$ cat src/rtl/core/bxd_pkg.sv
// Box average downscaler: shared types, widths, register codes and reset values.
// No dependencies.
package bxd_pkg;

  localparam int DIM_W      = 12;   // width/height register width
  localparam int SCL_W      = 5;    // scale register width
  localparam int SUM_W      = 16;   // per-component block sum
  localparam int DIV_W      = 2 * SCL_W; // scale squared
  localparam int PIX_W      = 8;
  localparam int CFG_IDX_W  = 2;
  localparam int CFG_DATA_W = 12;
  localparam int HGT_LIM    = 2048;
  localparam int Q_DEPTH    = 4;
  localparam int QC_W       = $clog2(Q_DEPTH + 1);

  localparam logic [SCL_W-1:0] RST_SCALE  = SCL_W'(1);
  localparam logic [DIM_W-1:0] RST_WIDTH  = DIM_W'(1920);
  localparam logic [DIM_W-1:0] RST_HEIGHT = DIM_W'(1080);

  typedef enum logic [CFG_IDX_W-1:0] {
    CFG_SCALE    = 2'd0,
    CFG_WIDTH    = 2'd1,
    CFG_HEIGHT   = 2'd2,
    CFG_TWO_COMP = 2'd3
  } cfg_idx_t;

  typedef struct packed {
    logic [PIX_W-1:0] sample_first;
    logic [PIX_W-1:0] sample_second;
  } in_beat_t;

  typedef struct packed {
    logic [PIX_W-1:0] average_first;
    logic [PIX_W-1:0] average_second;
    logic             image_last;
  } out_beat_t;

  // Effective (clamped) configuration seen by the datapath.
  typedef struct packed {
    logic [SCL_W-1:0] scale;
    logic [DIM_W-1:0] width;
    logic [DIM_W-1:0] height;
    logic             two_comp;
  } cfg_eff_t;

  // Finished block sum handed from front to back.
  typedef struct packed {
    logic             img_last;
    logic [SUM_W-1:0] sum_second;
    logic [SUM_W-1:0] sum_first;
  } blk_sum_t;

  typedef enum logic [1:0] {
    BK_IDLE,
    BK_DIV,
    BK_WAIT
  } bk_state_t;

endpackage

$ cat src/rtl/core/bxd_fifo.sv
// Short queue of finished block sums between front and back.
// Depends on bxd_pkg.
module bxd_fifo import bxd_pkg::*; (
  input  logic            clk,
  input  logic            rst_n,
  input  logic            push,
  input  blk_sum_t        push_data,
  input  logic            pop,
  output blk_sum_t        head,
  output logic            empty,
  output logic [QC_W-1:0] count
);

  localparam int PW = (Q_DEPTH > 1) ? $clog2(Q_DEPTH) : 1;

  blk_sum_t        slot_r [Q_DEPTH];
  logic [PW-1:0]   wr_ptr_r, wr_ptr_nxt;
  logic [PW-1:0]   rd_ptr_r, rd_ptr_nxt;
  logic [QC_W-1:0] cnt_r, cnt_nxt;
  logic            do_pop;

  assign do_pop = pop && (cnt_r != '0);

  always_comb begin
    wr_ptr_nxt = wr_ptr_r;
    rd_ptr_nxt = rd_ptr_r;
    cnt_nxt    = cnt_r;
    if (push) begin
      wr_ptr_nxt = (wr_ptr_r == PW'(Q_DEPTH - 1)) ? '0 : wr_ptr_r + PW'(1);
    end
    if (do_pop) begin
      rd_ptr_nxt = (rd_ptr_r == PW'(Q_DEPTH - 1)) ? '0 : rd_ptr_r + PW'(1);
    end
    if (push && !do_pop) begin
      cnt_nxt = cnt_r + QC_W'(1);
    end else if (do_pop && !push) begin
      cnt_nxt = cnt_r - QC_W'(1);
    end
  end

  always_ff @(posedge clk) begin
    if (!rst_n) begin
      wr_ptr_r <= '0;
      rd_ptr_r <= '0;
      cnt_r    <= '0;
    end else begin
      wr_ptr_r <= wr_ptr_nxt;
      rd_ptr_r <= rd_ptr_nxt;
      cnt_r    <= cnt_nxt;
    end
    if (push) begin
      slot_r[wr_ptr_r] <= push_data;
    end
  end

  assign head  = slot_r[rd_ptr_r];
  assign empty = (cnt_r == '0);
  assign count = cnt_r;

endmodule

$ cat config.mk
export PLATFORM = sky130hd
export DESIGN_NAME = bxd_fifo
export DESIGN_NICKNAME = d
export VERILOG_FILES = /design/src/rtl/core/bxd_pkg.sv /design/src/rtl/core/bxd_fifo.sv
export SDC_FILE = /design/constraint.sdc
export NUM_CORES = 1
export LEC_CHECK = 0
export BUFFER_PORTS_ARGS = -buffer_cell sky130_fd_sc_hd__buf_2
export CAP_MARGIN = 5
export CORE_MARGIN = 1.5
export CORE_UTILIZATION = 45
export CTS_BUF_LIST = sky130_fd_sc_hd__clkbuf_8 sky130_fd_sc_hd__clkbuf_16
export CTS_CLUSTER_SIZE = 25
export DETAILED_ROUTE_END_ITERATION = 12
export GPL_TIMING_DRIVEN = 0
export PLACE_DENSITY = 0.65
export SYNTH_ARGS = -nofsm -noshare
export SYNTH_HDL_FRONTEND = slang
export SYNTH_SLANG_ARGS = --single-unit
$ cat constraint.sdc
create_clock -name clk -period 2.6 [get_ports clk]
set_input_delay 0.52 -clock clk [delete_from_list [all_inputs] [get_ports clk]]
set_output_delay 0.52 -clock clk [all_outputs]
set_load 0.005 [all_outputs]
==> results.rst <==
.. list-table::
   :header-rows: 1

   * - Metric
     - Value
   * - Setup fix buffers added after clock tree synthesis
     - 0
   * - Cell type of the slowest stage on the worst timing path
     - sky130_fd_sc_hd__mux4_2
   * - Final critical-path share of the clock period
     - 89.0%
   * - Top cell type by total area after synthesis
     - sky130_fd_sc_hd__edfxtp_1
   * - Vertical die dimension
     - 111 um
   * - Clock tree from TritonCTS
     - yes
   * - Initial antenna violation count
     - 0
   * - Chain of cells forming the critical path
     - clkbuf_1 > buf_2 > mux4_2 > buf_2
   * - Post-layout minimum cycle time
     - 2.31 ns
   * - Unique masters post-synth
     - 24
   * - Router iterations before antenna repair
     - 4
   * - Number of rows in the core area
     - 39
   * - Via count of the first global-routing pass
     - 2625
   * - Number of clock buffers inserted by TritonCTS
     - 17
   * - Cell types occupying the most area after synthesis
     - sky130_fd_sc_hd__edfxtp_1, sky130_fd_sc_hd__mux4_2, sky130_fd_sc_hd__dfxtp_1
   * - Max-slew violations
     - 0
   * - Maximum number of pins on one net before global-route repair
     - 29
   * - Largest clock skew in the final design
     - 0.00916 ns
   * - Path category of the worst min-delay check
     - in2reg
   * - Via count
     - 2407
   * - Kind of cell with the highest combined delay on the critical path
     - buffers and inverters
   * - Worst skew pair latency
     - 0.41 ns
   * - Worst Setup Start Kind
     - register
   * - Launch point of the worst reg-to-reg path
     - count[1]
   * - Via density per instance
     - 5.12
   * - CTS sink count
     - 141
   * - Final layout net count
     - 358
   * - Die Area
     - 0.0123 mm^2
   * - Highest net fanout along the worst path
     - 10
   * - Input/output buffers
     - 73
   * - Post-CTS sizing
     - 0
   * - Initial Util
     - 46.1%
   * - Core area
     - 0.0114 mm^2
   * - Fraction of synthesis flops using an asynchronous set or reset pin
     - 0%
   * - Residual overflow from global routing
     - 0
   * - Pwr dens
     - 954 mW/mm^2
   * - Fmax
     - 0.432 GHz
   * - Final count of negative-setup-slack endpoints
     - 0
   * - Wire length of the first global-routing pass
     - 14000 um
   * - Primary FF master, synth
     - sky130_fd_sc_hd__edfxtp_1
   * - Weighted congestion at the end of routability-driven global placement
     - 0.660
   * - I/O pin count
     - 74
   * - Clock root buffer
     - sky130_fd_sc_hd__clkbuf_16
   * - Area growth, synth to finish
     - 23.8%
   * - Clock H-tree levels
     - 4
   * - First DRT Iteration DRCs
     - 77
   * - Count of buffering cells on the critical path with inverters included
     - 3
   * - Maximum resistive drop on vdd
     - 579 uV
   * - Number of buffers inserted for hold repair after clock tree synthesis
     - 0
   * - Number of flops mapped to enable cells by yosys
     - 132
   * - DRT antenna net count
     - 0
   * - Flip-flop and latch count after synthesis
     - 141
   * - Worst Tran Pin Value
     - 0.546 ns
   * - All-layer global routing usage
     - 15.6%
   * - Startpoint of the lowest-slack hold path
     - push_data[31]
   * - Sequential fraction of the synthesis area
     - 78.8%
   * - Most frequent cell after synthesis
     - sky130_fd_sc_hd__edfxtp_1
   * - Die Wd
     - 111 um
   * - Total leakage power
     - 0.00228 uW
   * - Classification of the worst setup path
     - reg2out
   * - Worst path arrival time
     - 1.79 ns
   * - Sum of net half-perimeters after detailed placement
     - 5520 um
   * - Number of warnings printed during yosys synthesis
     - 0
   * - Most frequent cell on the critical path
     - sky130_fd_sc_hd__buf_2
   * - Wirelength, routed
     - 8920 um
   * - Setup repair after global routing missed its margin
     - false
   * - Top-area cell type share of the netlist area
     - 75.4%
   * - Number of hold-slack violations in the final timing report
     - 0
   * - Capturing element type of the critical path
     - primary output
   * - Finished Layout Cells
     - 470
   * - Ratio of cells with drive above 1 in the final layout
     - 45.3%
   * - Avg WL per Cell
     - 19.0 um
   * - Inst Count DP
     - 438
   * - Max Cap Viol
     - 0
   * - Worst path required time
     - 2.08 ns
   * - Max-slew headroom at the worst pin
     - 63.6%
   * - Clk slew on worst S/H paths
     - 0.06 ns
   * - Summed instance area of the synthesized netlist
     - 0.00526 mm^2
   * - Number of remaining DRC errors
     - 0
   * - Synth Net Count
     - 262
   * - Result of the run
     - complete, no violations
   * - Average instance area after synthesis
     - 24.1 um^2
   * - Number of antenna diodes
     - 0
   * - Final sum of negative setup slack
     - 0 ns
   * - Most frequent cells after synthesis
     - sky130_fd_sc_hd__edfxtp_1, sky130_fd_sc_hd__mux4_2, sky130_fd_sc_hd__dfxtp_1, sky130_fd_sc_hd__ha_1, sky130_fd_sc_hd__and2_1
   * - Max incr delay on CP
     - 0.37 ns
   * - Clock buffer depth
     - 2
   * - Gate count after technology mapping
     - 218
power by group:
part,internal (uW),switching [uW]
combinational,647,486
clock,1510,896
sequential,2620,54.9
total,4770,1440
cell type report:
cell class | count | area (um^2)
timing repair buffer | 77 | 468
clock inverter | 15 | 174
buffer | 8 | 90.1
multi-input combinational | 66 | 1020
fill | 896 | 4910
sequential | 141 | 4140
clock buffer | 17 | 425
inverter | 3 | 11.3
tap | 143 | 179
stage by stage:
stage | util (%) | cell area (um^2) | worst slack (ns) | power (uW) | hold slack (ns)
5_1_grt | 57.0 | 6510 | 0.0313 | 6490 | 0.307
2_1_floorplan | - | 5260 | 0.484 | 3470 | 0.478
3_3_place_gp | 50.8 | 5800 | 0.0510 | 3850 | 0.511
4_1_cts | 57.0 | 6510 | 0.217 | 6310 | 0.308
6_report | 57.0 | 6510 | 0.285 | 6210 | 0.326
3_5_place_dp | 51.8 | 5910 | 0.313 | 3890 | 0.525
worst paths after layout:
path | endpoint | slack (ns) | cells past startpoint
worst max register to register | count[2] | 0.30 | 7
worst min-delay path | slot_r[0][31] | 0.33 | 1
worst min register to register | count[2] | 0.53 | 2
worst max-delay path | head[10] | 0.29 | 4
sequential cells by signal (all words and copies together) (netlist names), named ones only:
signal,cells
rd_ptr_r,2
slot_r,132
count,3
wr_ptr_r,2
worst register-to-register path: stages (launching register included):
cell and delay [ns]:
sky130_fd_sc_hd__dfxtp_1 0.36, sky130_fd_sc_hd__o31ai_1 0.52, sky130_fd_sc_hd__ha_1 0.29, sky130_fd_sc_hd__inv_1 0.06, sky130_fd_sc_hd__fa_1 0.37, sky130_fd_sc_hd__xor2_1 0.17
sky130_fd_sc_hd__or3_1 0.30, sky130_fd_sc_hd__a21boi_0 0.16
placed cells by master, fill, tap and decap left out, drive strengths merged, types with 2 or more instances in the layout:
cell type,Yosys,layout
and2,5,5
o21ai,3,3
mux2i,3,3
edfxtp,132,132
ha,6,6
buf,7,84
nand2,2,2
nand3,2,2
dfxtp,9,9
nor2b,3,3
clkinvlp,0,3
mux4,33,33
nor2,2,2
clkinv,0,5
clkbuf,1,18
bufinv,0,3
inv,3,7
cell families (layout without fill, tap and decap cells):
group	Yosys count	in the layout	share of synthesized area, %
flip-flops	141	141	78.8
multiplexers	36	36	14.9
AND/OR/NAND/NOR	16	16	1.64
buffers and inverters	11	120	1.93
adder cells (fa/ha/maj)	7	7	1.81
AO/OA/AOI/OAI	5	5	0.571
XOR/XNOR	2	2	0.333
per-layer routing:
| layer | wire (um) | track usage, % |
|---|---|---|
| met1 | 3830 | 18.9 |
| met2 | 4530 | 25.9 |
| met3 | 475 | 6.23 |
| met4 | 88 | 5.06 |
| met5 | 0 | 0 |
Note: power is estimated with default switching activity, not from simulation.
