File: src/rtl/core/bxd_pkg.sv
// Box average downscaler: shared types, widths, register codes and reset values.
// No dependencies.
package bxd_pkg;

  localparam int DIM_W      = 12;   // width/height register width
  localparam int SCL_W      = 5;    // scale register width
  localparam int SUM_W      = 16;   // per-component block sum
  localparam int DIV_W      = 2 * SCL_W; // scale squared
  localparam int PIX_W      = 8;
  localparam int CFG_IDX_W  = 2;
  localparam int CFG_DATA_W = 12;
  localparam int HGT_LIM    = 2048;
  localparam int Q_DEPTH    = 4;
  localparam int QC_W       = $clog2(Q_DEPTH + 1);

  localparam logic [SCL_W-1:0] RST_SCALE  = SCL_W'(1);
  localparam logic [DIM_W-1:0] RST_WIDTH  = DIM_W'(1920);
  localparam logic [DIM_W-1:0] RST_HEIGHT = DIM_W'(1080);

  typedef enum logic [CFG_IDX_W-1:0] {
    CFG_SCALE    = 2'd0,
    CFG_WIDTH    = 2'd1,
    CFG_HEIGHT   = 2'd2,
    CFG_TWO_COMP = 2'd3
  } cfg_idx_t;

  typedef struct packed {
    logic [PIX_W-1:0] sample_first;
    logic [PIX_W-1:0] sample_second;
  } in_beat_t;

  typedef struct packed {
    logic [PIX_W-1:0] average_first;
    logic [PIX_W-1:0] average_second;
    logic             image_last;
  } out_beat_t;

  // Effective (clamped) configuration seen by the datapath.
  typedef struct packed {
    logic [SCL_W-1:0] scale;
    logic [DIM_W-1:0] width;
    logic [DIM_W-1:0] height;
    logic             two_comp;
  } cfg_eff_t;

  // Finished block sum handed from front to back.
  typedef struct packed {
    logic             img_last;
    logic [SUM_W-1:0] sum_second;
    logic [SUM_W-1:0] sum_first;
  } blk_sum_t;

  typedef enum logic [1:0] {
    BK_IDLE,
    BK_DIV,
    BK_WAIT
  } bk_state_t;

endpackage

File: src/rtl/core/bxd_divu.sv
// Bit-serial restoring divider, one quotient bit per cycle.
// Standalone; used by bxd_front and bxd_back.
module bxd_divu #(
  parameter int NW = 16,
  parameter int DW = 10
) (
  input  logic          clk,
  input  logic          rst_n,
  input  logic          start,
  input  logic [NW-1:0] dividend,
  input  logic [DW-1:0] divisor,
  output logic          busy,
  output logic          done,
  output logic [NW-1:0] quotient,
  output logic [DW-1:0] remainder
);

  localparam int CW = (NW > 1) ? $clog2(NW) : 1;

  logic          busy_r, busy_nxt;
  logic          done_r, done_nxt;
  logic [CW-1:0] cnt_r, cnt_nxt;
  logic [DW-1:0] acc_r, acc_nxt;
  logic [NW-1:0] quo_r, quo_nxt;
  logic [DW-1:0] dvs_r, dvs_nxt;
  logic [DW:0]   trial;
  logic [DW:0]   diff;
  logic          ge;

  assign trial = {acc_r, quo_r[NW-1]};
  assign diff  = trial - {1'b0, dvs_r};
  assign ge    = (trial >= {1'b0, dvs_r});

  always_comb begin
    busy_nxt = busy_r;
    done_nxt = 1'b0;
    cnt_nxt  = cnt_r;
    acc_nxt  = acc_r;
    quo_nxt  = quo_r;
    dvs_nxt  = dvs_r;
    if (start) begin
      busy_nxt = 1'b1;
      cnt_nxt  = CW'(NW - 1);
      acc_nxt  = '0;
      quo_nxt  = dividend;
      dvs_nxt  = divisor;
    end else if (busy_r) begin
      acc_nxt = ge ? diff[DW-1:0] : trial[DW-1:0];
      quo_nxt = {quo_r[NW-2:0], ge};
      if (cnt_r == '0) begin
        busy_nxt = 1'b0;
        done_nxt = 1'b1;
      end else begin
        cnt_nxt = cnt_r - CW'(1);
      end
    end
  end

  always_ff @(posedge clk) begin
    if (!rst_n) begin
      busy_r <= 1'b0;
      done_r <= 1'b0;
    end else begin
      busy_r <= busy_nxt;
      done_r <= done_nxt;
    end
    cnt_r <= cnt_nxt;
    acc_r <= acc_nxt;
    quo_r <= quo_nxt;
    dvs_r <= dvs_nxt;
  end

  assign busy      = busy_r;
  assign done      = done_r;
  assign quotient  = quo_r;
  assign remainder = acc_r;

endmodule

File: src/rtl/core/bxd_back.sv
// Back end: divides block sums by scale squared and holds the output beat.
// Depends on bxd_pkg and bxd_divu.
module bxd_back import bxd_pkg::*; (
  input  logic      clk,
  input  logic      rst_n,
  input  cfg_eff_t  cfg,
  input  logic      q_empty,
  input  blk_sum_t  q_data,
  output logic      q_pop,
  output logic      out_empty,
  input  logic      out_pop,
  output out_beat_t out_data
);

  function automatic logic [PIX_W-1:0] sat8(input logic [SUM_W-1:0] v);
    return (|v[SUM_W-1:PIX_W]) ? {PIX_W{1'b1}} : v[PIX_W-1:0];
  endfunction

  bk_state_t        state_r, state_nxt;
  logic             out_valid_r, out_valid_nxt;
  out_beat_t        out_r, res_r, res_c;
  logic             img_r;
  logic             s_one, out_free, pop_ok;
  logic             div_start, div_done;
  logic             res_ok, load_out, load_res;
  logic [DIV_W-1:0] div_sq;
  logic [SUM_W-1:0] quo1, quo2;

  assign s_one    = (cfg.scale == SCL_W'(1));
  assign div_sq   = DIV_W'(cfg.scale) * DIV_W'(cfg.scale);
  assign pop_ok   = out_pop && out_valid_r;
  assign out_free = !out_valid_r || pop_ok;

  bxd_divu #(.NW(SUM_W), .DW(DIV_W)) u_div_first (
    .clk       (clk),
    .rst_n     (rst_n),
    .start     (div_start),
    .dividend  (q_data.sum_first),
    .divisor   (div_sq),
    .busy      (),
    .done      (div_done),
    .quotient  (quo1),
    .remainder ()
  );

  bxd_divu #(.NW(SUM_W), .DW(DIV_W)) u_div_second (
    .clk       (clk),
    .rst_n     (rst_n),
    .start     (div_start),
    .dividend  (q_data.sum_second),
    .divisor   (div_sq),
    .busy      (),
    .done      (),
    .quotient  (quo2),
    .remainder ()
  );

  // next state
  always_comb begin
    state_nxt = state_r;
    case (state_r)
      BK_IDLE: begin
        if (!q_empty) begin
          if (!s_one) begin
            state_nxt = BK_DIV;
          end else if (!out_free) begin
            state_nxt = BK_WAIT;
          end
        end
      end
      BK_DIV: begin
        if (div_done) begin
          state_nxt = out_free ? BK_IDLE : BK_WAIT;
        end
      end
      BK_WAIT: begin
        if (out_free) begin
          state_nxt = BK_IDLE;
        end
      end
      default: state_nxt = BK_IDLE;
    endcase
  end

  // outputs
  always_comb begin
    q_pop     = 1'b0;
    div_start = 1'b0;
    res_ok    = 1'b0;
    res_c     = '{average_first: sat8(quo1),
                  average_second: cfg.two_comp ? sat8(quo2) : '0,
                  image_last: img_r};
    case (state_r)
      BK_IDLE: begin
        q_pop     = !q_empty;
        div_start = !q_empty && !s_one;
        res_ok    = !q_empty && s_one;
        res_c     = '{average_first: sat8(q_data.sum_first),
                      average_second: cfg.two_comp ? sat8(q_data.sum_second) : '0,
                      image_last: q_data.img_last};
      end
      BK_DIV: begin
        res_ok = div_done;
      end
      BK_WAIT: begin
        res_ok = 1'b0;
      end
      default: begin
        q_pop = 1'b0;
      end
    endcase
  end

  assign load_out = out_free && (res_ok || (state_r == BK_WAIT));
  assign load_res = res_ok && !out_free;
  assign out_valid_nxt = load_out ? 1'b1 : (pop_ok ? 1'b0 : out_valid_r);

  always_ff @(posedge clk) begin
    if (!rst_n) begin
      state_r     <= BK_IDLE;
      out_valid_r <= 1'b0;
    end else begin
      state_r     <= state_nxt;
      out_valid_r <= out_valid_nxt;
    end
    if (load_out) begin
      out_r <= (state_r == BK_WAIT) ? res_r : res_c;
    end
    if (load_res) begin
      res_r <= res_c;
    end
    if (div_start) begin
      img_r <= q_data.img_last;
    end
  end

  assign out_empty = !out_valid_r;
  assign out_data  = out_r;

endmodule

File: config.mk
export PLATFORM = sky130hd
export DESIGN_NAME = bxd_back
export DESIGN_NICKNAME = d
export VERILOG_FILES = /design/src/rtl/core/bxd_pkg.sv /design/src/rtl/core/bxd_divu.sv /design/src/rtl/core/bxd_back.sv
export SDC_FILE = /design/constraint.sdc
export NUM_CORES = 1
export LEC_CHECK = 0
export BUFFER_PORTS_ARGS = -buffer_cell sky130_fd_sc_hd__buf_2
export CAP_MARGIN = 0
export CORE_MARGIN = 3
export CORE_UTILIZATION = 35
export DETAILED_ROUTE_END_ITERATION = 8
export PLACE_DENSITY_LB_ADDON = 0.05
export SETUP_SLACK_MARGIN = 0.15
export SLEW_MARGIN = 40
export SYNTH_ARGS = -nofsm -noshare
export SYNTH_HDL_FRONTEND = slang
export SYNTH_SLANG_ARGS = --single-unit
File: constraint.sdc
create_clock -name clk -period 5.9 [get_ports clk]
set_input_delay 0.885 -clock clk [delete_from_list [all_inputs] [get_ports clk]]
set_output_delay 0.885 -clock clk [all_outputs]
set_load 0.02 [all_outputs]
==> metrics, run 1 <==
Worst Tran Pin Value 753 ps; Slew Viols, Final 0; CTS sink count 110; Via density 5.08; GRT Max-Usage Layer met2; M1 GR Usage 0.200; # diodes 0; Top FF cell, synth edfxtp_1; PD cells 322 nW/um2; met2 GRT Util 0.240; power share of the combinational group 0.273; chip height 137 um; all-layer global routing usage 0.148; largest net degree at the start of global routing 68; number of global-route vias before repair 4307; max-cap viol count 0; Die Span X 137 um; DRT Wirelength 13.5 mm; final setup fails 0; Post-DP Area 6530 um2; root buffer cell clkbuf_16; synth warn 0; critical path class in -> reg; sequential fraction of the synthesis area 0.492; Lkg Pwr 2.69 nW; number of synthesized flops with an enable pin 76; Clock Power Share 0.275; Synth Instances 586; Post-CTS Hold Buffers 0; Final Hold Viols 0; area leader, netlist edfxtp_1; IO Pins 86; Area Overhead vs Synth 13.3%; post-synth top area share 0.379; via count 4392; required time of the critical path 5990 ps; GPL Wtd Cong 0.902; dominant cells by area after synthesis edfxtp_1, dfxtp_1, nand2_1; Post CTS Setup Buffer Count 0; first-pass GRT wire length 21.7 mm; worst hold path type reg -> reg; global route overflow 0; CTS-repair resized insts 0; H-tree depth 3; CTS Buffer Depth 2; met3 Use GR 0.0224; crit path time final 3670 ps; Seq pwr share 0.452; cts bufs inserted 9; I/O Buffers 61; DRC viols 0; CP Data Arrival Time 3770 ps; CP max FO 10; Core ar. 16700 um2; Clk pin slew, worst setup/hold paths 70 ps; setup_tns 0 ps; synthesized area 6020 um2; Die Area 18800 um2; VDD IR max 0.135 mV; crit start category input port; status finished clean; flops & latches, synth 110; total chip power 2.19 mW; HPWL after DPL 9.65 mm; DRT iter0 DRCs 252; initial antenna violation count 0; cell with the most instances after synthesis nand2_1; unrepaired setup endpoints after global routing no; Post-DRT Antenna Nets 0; fin nets 742; Initial Util 0.360; relative slew slack 0.498; Synth cell types 63; WL per Instance 15.6 um; clock skew 8.85 ps; Final Cycle Share 0.622; CTS tree built; Synth Net Count 689; internal power 1.50 mW; sw frac 0.314; Net Switching 0.690 mW; drt first pass iters 4; commonest cells in the netlist nand2_1, edfxtp_1, inv_1, dfxtp_1, ha_1; Worst Setup End Kind flip-flop; Avg Cell Area, Syn 10.3 um2; Final Instance Area 6820 um2; Clock Latency Late Sink 350 ps; Max Freq 0.272 GHz; share of cells above drive strength 1 0.185; Async SR Flop Fraction 0; row count 47
[placed cells by master, fill, tap and decap left out, types with 4 or more instances in the layout]
master	synthesis	layout
o211ai_1	8	8
ha_1	34	34
a21boi_0	5	5
edfxtp_1	76	76
dfxtp_1	34	33
mux2_2	17	17
inv_1	35	35
clkbuf_16	0	9
nand2_1	126	126
o221a_2	8	8
nand2b_1	5	5
xnor2_1	13	13
xor2_1	5	5
nor2_1	20	20
nand3_1	9	9
nor2b_1	6	6
and2_1	6	6
a31oi_1	5	5
o21a_1	4	4
a21oi_1	30	30
mux2i_1	13	13
nor3_1	8	7
buf_2	6	61
o21ai_0	24	24
nor4_1	8	8
o22a_1	8	8
[final timing paths]
path,depth (start not counted),from,slack (ps),end
worst max-delay path,14,cfg[27],2230,u_div_second.dvs_r[9]
worst min-delay path,2,u_div_second.cnt_r[2],510,u_div_second.cnt_r[2]
worst max register to register,8,u_div_second.dvs_r[8],3290,u_div_second.remainder[4]
worst min register to register,2,u_div_second.cnt_r[2],510,u_div_second.cnt_r[2]
[metrics by stage]
stage,setup WS [ps],hold WS [ps],utilization,std cells
global placement,1890,472,0.389,846
global route,1940,546,0.408,864
finish,2230,510,0.408,864
CTS,2230,504,0.408,864
detailed placement,1870,494,0.391,848
floorplan,1950,456,-,586
[cells by family (layout without fill, tap and decap cells)]
family,after synthesis,count (layout),share of synthesized area
AND/OR/NAND/NOR,203,203,0.150
multiplexers,30,30,0.0534
buffers and inverters,60,118,0.0455
AO/OA/AOI/OAI,129,129,0.155
adder cells (fa/ha/maj),36,36,0.0773
flip-flops,110,110,0.492
XOR/XNOR,18,18,0.0262
[layer usage]
metal / wire length (um) / vias to the layer above
met1: 6510 / 2070
met2: 6200 / 70
met3: 520 / 15
li1: - / 2237
met5: 0 / -
met4: 248 / 0
[cell type report]
type                    count  area (um2)
fillers                  1664        9880
clock buffers              10         229
well taps                 220         275
clock inverters             6        62.6
inverters                  36         138
multi-input cells         416        2800
repair buffers             66         350
flip-flops and latches    110        2960
[power by group through the flow]
| stage | combinational, mW | sequential [mW] | clock [mW] |
|---|---|---|---|
| after floorplan | 0.491 | 0.988 | 0 |
| after global placement | 0.592 | 1.01 | 0 |
| after detailed placement | 0.599 | 1.01 | 0 |
| after CTS | 0.603 | 0.991 | 0.625 |
| after global routing | 0.677 | 1.00 | 0.657 |
| final | 0.598 | 0.992 | 0.604 |
[sequential cells by signal (all words and copies together) (netlist names), 4 cells and up]
signal	flops
u_div_second.cnt_r	4
out_data	17
u_div_first.remainder	10
u_div_first.cnt_r	4
u_div_second.dvs_r	9
u_div_second.remainder	10
res_r	17
u_div_second.quotient	16
u_div_first.quotient	16
[worst max-delay path, cell delays in order]
cell and delay [ps]:
buf_2 200, inv_1 110, fa_1 500, fa_1 510
inv_1 40, ha_1 280, a31o_2 200, ha_1 300
inv_1 80, o21bai_1 70, a21oi_1 240, o21bai_1 90
a21oi_1 170, xor2_1 80
No activity file was read; power rests on OpenSTA's default activity.
==> inputs of run 2 (changes only) <==
--- a/config.mk
+++ b/config.mk
@@ -5,6 +5,7 @@
 export SDC_FILE = /design/constraint.sdc
 export NUM_CORES = 1
 export LEC_CHECK = 0
+export ABC_AREA = 1
 export BUFFER_PORTS_ARGS = -buffer_cell sky130_fd_sc_hd__buf_2
 export CAP_MARGIN = 0
 export CORE_MARGIN = 3
==> constraint.sdc (replaced) <==
create_clock -name clk -period 3.6 [get_ports clk]
set_input_delay 0.54 -clock clk [delete_from_list [all_inputs] [get_ports clk]]
set_output_delay 0.54 -clock clk [all_outputs]
set_load 0.02 [all_outputs]
==> run 2 against run 1 <==
Setup slack lost 1700 ps. Clock-buffer cell count shrank 1. Sequential share of layout area shrank 3.6 points. Routed wire length grew 16%. Clock skew is essentially flat. Largest cell class unchanged.
==> metrics, run 2 <==
status finished clean (unchanged); Post-DRT Antenna Nets 0 (unchanged); CP Data Arrival Time 3160 ps (was 3770 ps); largest net degree at the start of global routing 36 (was 68); area leader, netlist edfxtp_1 (unchanged); Area Overhead vs Synth 13.4% (was 13.3%); worst hold path type in -> reg (was reg -> reg); Final Cycle Share 0.848; CTS Buffer Depth 2 (unchanged); Async SR Flop Fraction 0 (unchanged); utilization after layout 0.409 (was 0.408); Worst path max stage delay 510 ps (about the same); critical path class in -> reg (unchanged); Clock Power Share 0.293 (was 0.275); Top FF cell, synth edfxtp_1 (unchanged); unrepaired setup endpoints after global routing no (unchanged); cts bufs inserted 9 (unchanged); root buffer cell clkbuf_16 (unchanged); crit start category input port (unchanged); synth warn 0 (unchanged); fin nets 1018 (was 742); Die Area 20400 um2 (was 18800 um2); worst setup slack after layout 547 ps (was 2230 ps); flops & latches, synth 110 (unchanged); I/O Buffers 61 (unchanged); crit path time final 3050 ps; Post CTS Setup Buffer Count 0 (unchanged); setup_tns 0 ps (unchanged); final setup fails 0 (unchanged); dominant cells by area after synthesis edfxtp_1, nand2_1, dfxtp_1 (was edfxtp_1, dfxtp_1, nand2_1); chip height 143 um (was 137 um); Lkg Pwr 3.70 nW (was 2.69 nW); Slew Viols, Final 0 (unchanged); WL per Instance 13.6 um (was 15.6 um); Seq pwr share 0.441 (was 0.452); CP max FO 4 (was 10); HPWL after DPL 11.5 mm (was 9.65 mm); CP most frequent cell nand2_1 (was inv_1); Critical-path top delay cell fa_1 (unchanged); DRT Wirelength 15.7 mm (was 13.5 mm); CP Cell Sequence buf_2 -> nand2_1 -> fa_1 -> fa_1 -> inv_1 -> ha_1 -> a31o_2 -> ha_1 -> a21oi_1 -> nand2_1 -> nand2_1 -> nand2_1 -> a21oi_1 -> xnor2_1 (was buf_2 -> inv_1 -> fa_1 -> fa_1 -> inv_1 -> ha_1 -> a31o_2 -> ha_1 -> inv_1 -> o21bai_1 -> a21oi_1 -> o21bai_1 -> a21oi_1 -> xor2_1); commonest cells in the netlist nand2_1, inv_1, edfxtp_1, nand3_1, nor2_1 (was nand2_1, edfxtp_1, inv_1, dfxtp_1, ha_1); number of synthesized flops with an enable pin 76 (unchanged); cell with the most instances after synthesis nand2_1 (unchanged); Synth Instances 848 (was 586); all-layer global routing usage 0.157 (was 0.148); IO Pins 86 (unchanged); Net Switching 1.17 mW (was 0.690 mW); first-pass GRT wire length 25.7 mm (was 21.7 mm); Worst Tran Pin Value 820 ps (was 753 ps); share of cells above drive strength 1 0.116 (was 0.185); Worst Setup End Kind flip-flop (unchanged); CTS-repair resized insts 0 (unchanged); most frequent cells in the layout nand2_1, inv_1, edfxtp_1 (was nand2_1, edfxtp_1, buf_2); Initial Util 0.361 (was 0.360); via count 5433 (was 4392); GPL Wtd Cong 0.882 (was 0.902); commonest non-fill, non-tap cell in the layout nand2_1 (unchanged); Multi-input gate area 2910 um2 (was 2800 um2); Hold Worst Slack 387 ps (was 510 ps); post-synth top area share 0.348 (was 0.379); VDD IR max 0.290 mV (was 0.135 mV); Post-CTS Hold Buffers 0 (unchanged); required time of the critical path 3700 ps (was 5990 ps); sw frac 0.327 (was 0.314); max-cap viol count 0 (unchanged); Die Span X 143 um (was 137 um); DRT iter0 DRCs 342 (was 252); Post-Place Setup Slack 178 ps (was 1870 ps); drt first pass iters 5 (was 4); Avg Cell Area, Syn 7.72 um2 (was 10.3 um2); synthesized area 6550 um2 (was 6020 um2); Core ar. 18100 um2 (was 16700 um2); DRC viols 0 (unchanged); total chip power 3.58 mW (was 2.19 mW); Clk pin slew, worst setup/hold paths 70 ps (about the same); Crit path buffers/inverters 2 (was 4); delay-heaviest family, CP adder cells (unchanged); Clock Latency Late Sink 350 ps (about the same); CTS sink count 110 (unchanged); CTS tree built (unchanged); relative slew slack 0.453 (was 0.498); number of global-route vias before repair 5163 (was 4307); sequential fraction of the synthesis area 0.452 (was 0.492); PD cells 482 nW/um2 (was 322 nW/um2); Synth cell types 35 (was 63); H-tree depth 3 (unchanged); Max Freq 0.328 GHz; clock skew 9.06 ps (was 8.85 ps); Via density 4.73 (was 5.08); Synth Net Count 951 (was 689); initial antenna violation count 0 (unchanged); # diodes 0 (unchanged); row count 49 (was 47); power share of the combinational group 0.265 (was 0.273); Fillers 1901 (was 1664); internal power 2.41 mW (was 1.50 mW); register area 2960 um2 (about the same); global route overflow 0 (unchanged); Final Hold Viols 0 (unchanged)
-- run 2: cell types whose count changed in the layout (fill, tap and decap cells not counted), sizes merged, moves of 14 or more --
cell	change
inv	+114
mux2	-17
o21ai	+20
nand2	+157
nand3	+64
a21oi	-14
nor2	+36
-- run 2: area by class of cell --
cell class / instances / area share
repair buffers: 74 / 0.0542
multi-input cells: 572 / 0.392
flip-flops and latches: 110 / 0.399
clock inverters: 7 / 0.0110
clock buffers: 9 / 0.0303
inverters: 148 / 0.0748
well taps: 229 / 0.0386
-- run 2: power groups by stage --
stage | clock (mW) | combinational [mW] | sequential (mW)
CTS | 1.09 | 0.956 | 1.58
floorplan | 0 | 0.737 | 1.59
global placement | 0 | 0.943 | 1.60
finish | 1.05 | 0.949 | 1.58
detailed placement | 0 | 0.948 | 1.61
global route | 1.13 | 1.11 | 1.60
-- run 2: final timing paths --
path         cells past startpoint                startpoint  slack [ps]                       end
min reg2reg                      2  u_div_first.remainder[7]         470  u_div_first.remainder[7]
max                             14                   cfg[28]         550     u_div_second.dvs_r[8]
max reg2reg                      6                state_r[1]        1370               out_data[4]
min                              1                q_data[32]         390                     img_r
-- run 2: stage by stage --
| step | instance area, um2 | cells |
|---|---|---|
| after CTS | 7430 | 1149 |
| after floorplan | 6550 | 848 |
| after global routing | 7430 | 1149 |
| after detailed placement | 7120 | 1133 |
| after global placement | 7110 | 1133 |
| final | 7430 | 1149 |
-- run 2: kinds of logic after synthesis --
group                      after synthesis  share of synthesized area
AOI/OAI and AO/OA                       79                     0.0648
adders and majority gates               36                     0.0711
and+or+nand+nor                        443                      0.289
xor gates and xnor gates                14                     0.0187
DFF                                    110                      0.452
buffers and inverters                  166                      0.104
-- run 2: routing by layer --
metal	up-vias	share of wire	GRT usage
met3	8	0.031	0.0251
met2	88	0.46	0.255
li1	2844	-	-
met4	0	0.0091	0.0385
met5	-	0	0
met1	2493	0.50	0.220
